$ cat src/rtl/ptnp_pkg.sv
package ptnp_pkg;

    // Number width of the search; values are masked to it.
    localparam int WIDTH = 32;
    // Width of the value and prime_found fields.
    localparam int NUM_W = 32;
    // Trial divisor and its square.
    localparam int DIV_W = NUM_W / 2 + 1;
    localparam int SQ_W  = 2 * DIV_W;
    // Bit counter of the serial remainder unit.
    localparam int CNT_W = $clog2(NUM_W);

    localparam logic [NUM_W-1:0] VALUE_MASK =
        (WIDTH >= NUM_W) ? {NUM_W{1'b1}} : NUM_W'((64'd1 << WIDTH) - 64'd1);
    localparam logic [NUM_W-1:0] LIMIT      = VALUE_MASK;
    localparam logic [NUM_W-1:0] LIMIT_M2   = LIMIT - NUM_W'(2);

    localparam logic KIND_TEST = 1'b0;
    localparam logic KIND_NEXT = 1'b1;

    typedef enum logic [2:0] {
        ST_IDLE,
        ST_START,
        ST_LOOP,
        ST_DIV,
        ST_FINISH
    } state_t;

endpackage

$ cat src/rtl/prime_test_and_next_prime.sv
// Channel   | handshake          | payload
// ----------+--------------------+---------------------------------------
// request   | in_valid/in_ready  | kind (1), value (32)
// result    | out_valid/out_ready| is_prime (1), prime_found (32), overflow (1)
//
// One request at a time. Each trial division loads the bit-serial
// remainder unit in ST_LOOP and then runs it over every bit of the
// candidate in ST_DIV; a next-prime search repeats the test per candidate.
// rst_n clears the sequencer and the result valid. A stalled result waits in
// the output register; the next request is taken while it waits.
module prime_test_and_next_prime
    import ptnp_pkg::*;
(
    input  logic             clk,
    input  logic             rst_n,
    input  logic             in_valid,
    output logic             in_ready,
    input  logic             kind,
    input  logic [NUM_W-1:0] value,
    output logic             out_valid,
    input  logic             out_ready,
    output logic             is_prime,
    output logic [NUM_W-1:0] prime_found,
    output logic             overflow
);

    state_t state_reg, state_next;

    // Request and search datapath
    logic             kind_reg,  kind_next;
    logic [NUM_W-1:0] cand_reg,  cand_next;
    logic [DIV_W-1:0] d_reg,     d_next;
    logic [SQ_W-1:0]  sq_reg,    sq_next;
    // Serial remainder unit: shifting copy of the candidate and partial remainder
    logic [NUM_W-1:0] shift_reg, shift_next;
    logic [DIV_W-1:0] rem_reg,   rem_next;
    logic [CNT_W-1:0] cnt_reg,   cnt_next;
    // Pending result, moved to the output register in ST_FINISH
    logic             res_prime_reg, res_prime_next;
    logic [NUM_W-1:0] res_found_reg, res_found_next;
    logic             res_ovf_reg,   res_ovf_next;
    // Output register
    logic             out_valid_reg;
    logic             is_prime_reg;
    logic [NUM_W-1:0] prime_found_reg;
    logic             overflow_reg;

    logic             in_xfer;
    logic             out_free;
    logic [NUM_W-1:0] value_m;
    logic [DIV_W:0]   trial;
    logic             trial_ge;
    logic             div_last;
    logic             rem_zero;
    logic             sq_over;

    assign in_ready  = (state_reg == ST_IDLE);
    assign in_xfer   = in_valid && in_ready;
    assign out_free  = !out_valid_reg || out_ready;
    assign value_m   = value & VALUE_MASK;

    // One restoring remainder step per cycle.
    assign trial     = {rem_reg, shift_reg[NUM_W-1]};
    assign trial_ge  = (trial >= {1'b0, d_reg});
    assign div_last  = (cnt_reg == CNT_W'(NUM_W - 1));
    assign rem_zero  = trial_ge ? (trial == {1'b0, d_reg}) : (trial == '0);
    assign sq_over   = (sq_reg > SQ_W'(cand_reg));

    // Next state
    always_comb
    begin
        state_next = state_reg;
        unique case (state_reg)
            ST_IDLE:
            begin
                if (in_xfer)
                begin
                    if (kind == KIND_TEST)
                        state_next = ST_START;
                    else if (value_m <= NUM_W'(2) || (value_m[0] && value_m > LIMIT_M2))
                        state_next = ST_FINISH;
                    else
                        state_next = ST_START;
                end
            end
            ST_START:
            begin
                if (cand_reg < NUM_W'(2) || !cand_reg[0])
                    state_next = ST_FINISH;
                else
                    state_next = ST_LOOP;
            end
            ST_LOOP:
            begin
                if (sq_over)
                    state_next = ST_FINISH;
                else
                    state_next = ST_DIV;
            end
            ST_DIV:
            begin
                if (div_last)
                begin
                    if (!rem_zero)
                        state_next = ST_LOOP;
                    else if (kind_reg == KIND_TEST || cand_reg > LIMIT_M2)
                        state_next = ST_FINISH;
                    else
                        state_next = ST_START;
                end
            end
            ST_FINISH:
            begin
                if (out_free)
                    state_next = ST_IDLE;
            end
            default: state_next = ST_IDLE;
        endcase
    end

    // Datapath
    always_comb
    begin
        kind_next      = kind_reg;
        cand_next      = cand_reg;
        d_next         = d_reg;
        sq_next        = sq_reg;
        shift_next     = shift_reg;
        rem_next       = rem_reg;
        cnt_next       = cnt_reg;
        res_prime_next = res_prime_reg;
        res_found_next = res_found_reg;
        res_ovf_next   = res_ovf_reg;
        unique case (state_reg)
            ST_IDLE:
            begin
                if (in_xfer)
                begin
                    kind_next      = kind;
                    res_prime_next = 1'b0;
                    res_found_next = '0;
                    res_ovf_next   = 1'b0;
                    if (kind == KIND_TEST)
                        cand_next = value_m;
                    else if (value_m <= NUM_W'(2))
                    begin
                        // Small values give two directly.
                        res_prime_next = 1'b1;
                        res_found_next = NUM_W'(2);
                    end
                    else if (!value_m[0])
                        cand_next = value_m + NUM_W'(1);
                    else if (value_m > LIMIT_M2)
                        res_ovf_next = 1'b1;
                    else
                        cand_next = value_m + NUM_W'(2);
                end
            end
            ST_START:
            begin
                // Even candidates only reach here from a primality test.
                if (cand_reg < NUM_W'(2))
                    res_prime_next = 1'b0;
                else if (!cand_reg[0])
                    res_prime_next = (cand_reg == NUM_W'(2));
                d_next  = DIV_W'(3);
                sq_next = SQ_W'(9);
            end
            ST_LOOP:
            begin
                if (sq_over)
                begin
                    // No divisor up to the square root: prime.
                    res_prime_next = 1'b1;
                    if (kind_reg == KIND_NEXT)
                        res_found_next = cand_reg;
                end
                else
                begin
                    shift_next = cand_reg;
                    rem_next   = '0;
                    cnt_next   = '0;
                end
            end
            ST_DIV:
            begin
                shift_next = {shift_reg[NUM_W-2:0], 1'b0};
                rem_next   = trial_ge ? DIV_W'(trial - {1'b0, d_reg}) : DIV_W'(trial);
                cnt_next   = cnt_reg + CNT_W'(1);
                if (div_last)
                begin
                    if (!rem_zero)
                    begin
                        // Advance to the next odd divisor: (d+2)^2 = d^2 + 4d + 4.
                        d_next  = d_reg + DIV_W'(2);
                        sq_next = sq_reg + SQ_W'({d_reg, 2'b00}) + SQ_W'(4);
                    end
                    else if (kind_reg == KIND_TEST)
                        res_prime_next = 1'b0;
                    else if (cand_reg > LIMIT_M2)
                    begin
                        res_prime_next = 1'b0;
                        res_found_next = '0;
                        res_ovf_next   = 1'b1;
                    end
                    else
                        cand_next = cand_reg + NUM_W'(2);
                end
            end
            ST_FINISH:
            begin
            end
            default:
            begin
            end
        endcase
    end

    always_ff @(posedge clk or negedge rst_n)
    begin
        if (!rst_n)
        begin
            state_reg     <= ST_IDLE;
            out_valid_reg <= 1'b0;
        end
        else
        begin
            state_reg <= state_next;
            if (state_reg == ST_FINISH && out_free)
                out_valid_reg <= 1'b1;
            else if (out_ready)
                out_valid_reg <= 1'b0;
        end
    end

    always_ff @(posedge clk)
    begin
        kind_reg      <= kind_next;
        cand_reg      <= cand_next;
        d_reg         <= d_next;
        sq_reg        <= sq_next;
        shift_reg     <= shift_next;
        rem_reg       <= rem_next;
        cnt_reg       <= cnt_next;
        res_prime_reg <= res_prime_next;
        res_found_reg <= res_found_next;
        res_ovf_reg   <= res_ovf_next;
        // Load the output register when the previous result is gone.
        if (state_reg == ST_FINISH && out_free)
        begin
            is_prime_reg    <= res_prime_reg;
            prime_found_reg <= res_found_reg;
            overflow_reg    <= res_ovf_reg;
        end
    end

    assign out_valid   = out_valid_reg;
    assign is_prime    = is_prime_reg;
    assign prime_found = prime_found_reg;
    assign overflow    = overflow_reg;

endmodule

$ cat config.mk
export PLATFORM = sky130hd
export DESIGN_NAME = prime_test_and_next_prime
export DESIGN_NICKNAME = d
export VERILOG_FILES = /design/src/rtl/ptnp_pkg.sv /design/src/rtl/prime_test_and_next_prime.sv
export SDC_FILE = /design/constraint.sdc
export NUM_CORES = 1
export LEC_CHECK = 0
export ABC_AREA = 1
export CORE_UTILIZATION = 39
export CTS_BUF_LIST = sky130_fd_sc_hd__clkbuf_2
export CTS_CLUSTER_SIZE = 30
export DETAILED_ROUTE_END_ITERATION = 16
export DONT_BUFFER_PORTS = 1
export GPL_TIMING_DRIVEN = 0
export SYNTH_ARGS = -nofsm -noshare
export SYNTH_HDL_FRONTEND = slang
export SYNTH_SLANG_ARGS = --single-unit
$ cat constraint.sdc
create_clock -name clk -period 5.3 [get_ports clk]
set_input_delay 0.795 -clock clk [delete_from_list [all_inputs] [get_ports clk]]
set_output_delay 0.795 -clock clk [all_outputs]
set_load 0.05 [all_outputs]
==> flow_metrics.env <==
export IMPL_tightest_slew_ps=951
export IMPL_syn_inst=1551
export IMPL_cp_start_kind="flop"
export IMPL_yosys_warnings=0
export IMPL_relSlewSlack=0.366
export IMPL_cp_arrival_ps=3920
export IMPL_finalPower_w=0.00302
export IMPL_initial_core_util=0.401
export IMPL_syn_area_um2=13200
export IMPL_yosysTopAreaCellShare=0.460
export IMPL_cts_buffers=55
export IMPL_path_clk_slew_ps=110
export IMPL_grt_total_usage=0.222
export IMPL_final_setup_tns_ps=0
export IMPL_antenna_found_initial=1
export IMPL_synth_cells_most_frequent="318 x nand2_1, 202 x edfxtp_1, 199 x nor2_1, 180 x inv_1, 117 x o21ai_0"
export IMPL_hold_viol=0
export IMPL_cts_sinks=206
export IMPL_yosys_top_cells_area="edfxtp_1 46%, nand2_1 9.1%, ha_1 8.3%"
export IMPL_fin_area_um2=14400
export IMPL_hold_class="input pin to flop"
export IMPL_wirelength_um=37500
export IMPL_ant_nets=0
export IMPL_fin_crit_sh=0.641
export IMPL_htree_levels=2
export IMPL_drt_vias_per_instance=5.33
export IMPL_synth_edf_count=202
export IMPL_cts_path_max_buffers=3
export IMPL_routed_via_count=11100
export IMPL_routabilityCongestion=0.929
export IMPL_nNetsFinal=1740
export IMPL_cts_tree="yes"
export IMPL_ir_drop_mv=0.131
export IMPL_grt_overflow=0
export IMPL_die_w_um=186
export IMPL_clk_latency_ps=890
export IMPL_synth_most_common_cell="nand2_1"
export IMPL_seq_area_frac_synth=0.468
export IMPL_fp_row_count=66
export IMPL_fmax_mhz=294
export IMPL_min_period_ps=3400
export IMPL_cts_root_buffer="clkbuf_2"
export IMPL_wl_per_cell_um=17.9
export IMPL_finClkSkew_ps=92.8
export IMPL_p_leak_nw=5.95
export IMPL_syn_avg_cell_area_um2=8.50
export IMPL_placed_area_um2=13800
export IMPL_fp_dieH_um=186
export IMPL_grt_setup_unrepaired="no"
export IMPL_critPathKind="flop to flop"
export IMPL_drc_errors=0
export IMPL_synth_seq_cells=206
export IMPL_grt_pass1_vias=10600
export IMPL_status="completed"
export IMPL_yosys_area_top_type="edfxtp_1"
export IMPL_die_area_um2=34500
export IMPL_io_pins=73
export IMPL_dr_first_iter_drc_count=928
export IMPL_ys_flop_type="edfxtp_1"
export IMPL_critical_path_peak_fanout=24
export IMPL_crit_path_end_kind="flop"
export IMPL_areaGrowthSynthToFinish_pct=8.97
export IMPL_async_flop_share=0.0194
export IMPL_p_per_area_nw_per_um2=210
export IMPL_first_pass_iters=6
export IMPL_grt_max_degree=35
export IMPL_cap_viol_max_count=0
export IMPL_hpwl_um=28600
export IMPL_finalMaxSlewViolations=0
export IMPL_grt_first_pass_wirelength_um=58300
export IMPL_critPathRequiredTime_ps=5820
export IMPL_ys_types=58
export IMPL_final_cells=2092
export IMPL_syn_nets=1677
export IMPL_finalSetupViolCount=0
export IMPL_core_area_um2=32900
export IMPL_drive_gt1_frac=0.0922
export IMPL_dp_cells=1997
export IMPL_portBuffers=0
## metal layers
layer / vias up / share of wire / global-route usage
li1: 5482 / - / -
met1: 5208 / 0.46 / 0.307
met2: 394 / 0.44 / 0.344
met3: 61 / 0.071 / 0.0446
met4: 0 / 0.024 / 0.0767
met5: - / 0 / 0
## where the power goes
| group | internal (W) | switching (W) |
|---|---|---|
| combinational | 0.0000223 | 0.0000515 |
| clock | 0.000490 | 0.000686 |
| sequential | 0.00177 | 0.00000000000000000241 |
| total | 0.00228 | 0.000738 |
## path summary, 6_finish.rpt
| path | start | endpoint | slack (ps) | cells past startpoint |
|---|---|---|---|---|
| min in group asynchronous | rst_n | state_reg[1]$_DFFE_PN0P_ | 250 | 1 |
| worst max register to register | d_reg[1]$_SDFFCE_PN1P_ | sq_reg[5]$_SDFFCE_PN0P_ | 1900 | 12 |
| worst max-delay path | d_reg[1]$_SDFFCE_PN1P_ | sq_reg[5]$_SDFFCE_PN0P_ | 1900 | 12 |
| worst min-delay path | out_ready | out_valid$_DFFE_PN0P_ | 80 | 1 |
| max in group asynchronous | rst_n | out_valid$_DFFE_PN0P_ | 4720 | 1 |
| worst min register to register | res_found_reg[29]$_SDFFCE_PP0P_ | prime_found[29]$_DFFE_PP_ | 410 | 0 |
## placed cells by master, fill, tap and decap left out, types with 6 or more instances in the layout
cell type / count
nor2_1: 198
buf_2: 6
o21ai_1: 13
clkinv_1: 10
inv_1: 180
nor3_2: 9
o21bai_1: 6
or2_2: 6
nand2_2: 7
xor2_1: 21
a21oi_1: 109
nand2_1: 317
xnor2_1: 12
o21ai_0: 117
nor3_1: 43
nand4_1: 34
ha_1: 87
edfxtp_1: 202
clkbuf_2: 75
nor4_1: 8
clkbuf_1: 16
nand3_1: 75
inv_2: 8
## kinds of logic after synthesis
logic type,count (synthesis),synth area share
adders and majority gates,89,0.0856
AOI/OAI and AO/OA,276,0.112
DFF,206,0.468
and+or+nand+nor,731,0.250
xor gates and xnor gates,33,0.0219
buffers and inverters,216,0.0630
## worst max-delay path: stages, from the launching register on
cell and delay, ps:
edfxtp_1 540, inv_1 120, ha_1 320, ha_1 140, inv_1 40, nor2_1 180
nand3_1 120, o21ai_1 140, nor2_1 70, nand3_1 110, nand3_1 200, a21oi_4 780
buf_12 270
## stage by stage
| stage | util | worst slack [ps] | hold slack [ps] |
|---|---|---|---|
| after floorplan | - | 963 | 400 |
| after global placement | 0.418 | -573 | 404 |
| after detailed placement | 0.421 | 1960 | 405 |
| after CTS | 0.437 | 1900 | 24.2 |
| after global routing | 0.437 | 1680 | 39.2 |
| final | 0.437 | 1900 | 81.2 |
## final cells by class
cell class / instances / area [µm²]
fill: 3347 / 18500
multi-input combinational: 1129 / 6210
sequential: 206 / 6170
inverter: 188 / 706
tap: 442 / 553
clock buffer: 74 / 370
clock inverter: 18 / 146
buffer: 28 / 125
timing repair buffer: 6 / 82.6
antenna: 1 / 2.50
## timing repair
item	CTS	global route
buffers inserted	0	0
hold buffers	2	0
hold endpoints to repair	5	0
resized for setup	0	0
Note: power is estimated with default switching activity, not from simulation.
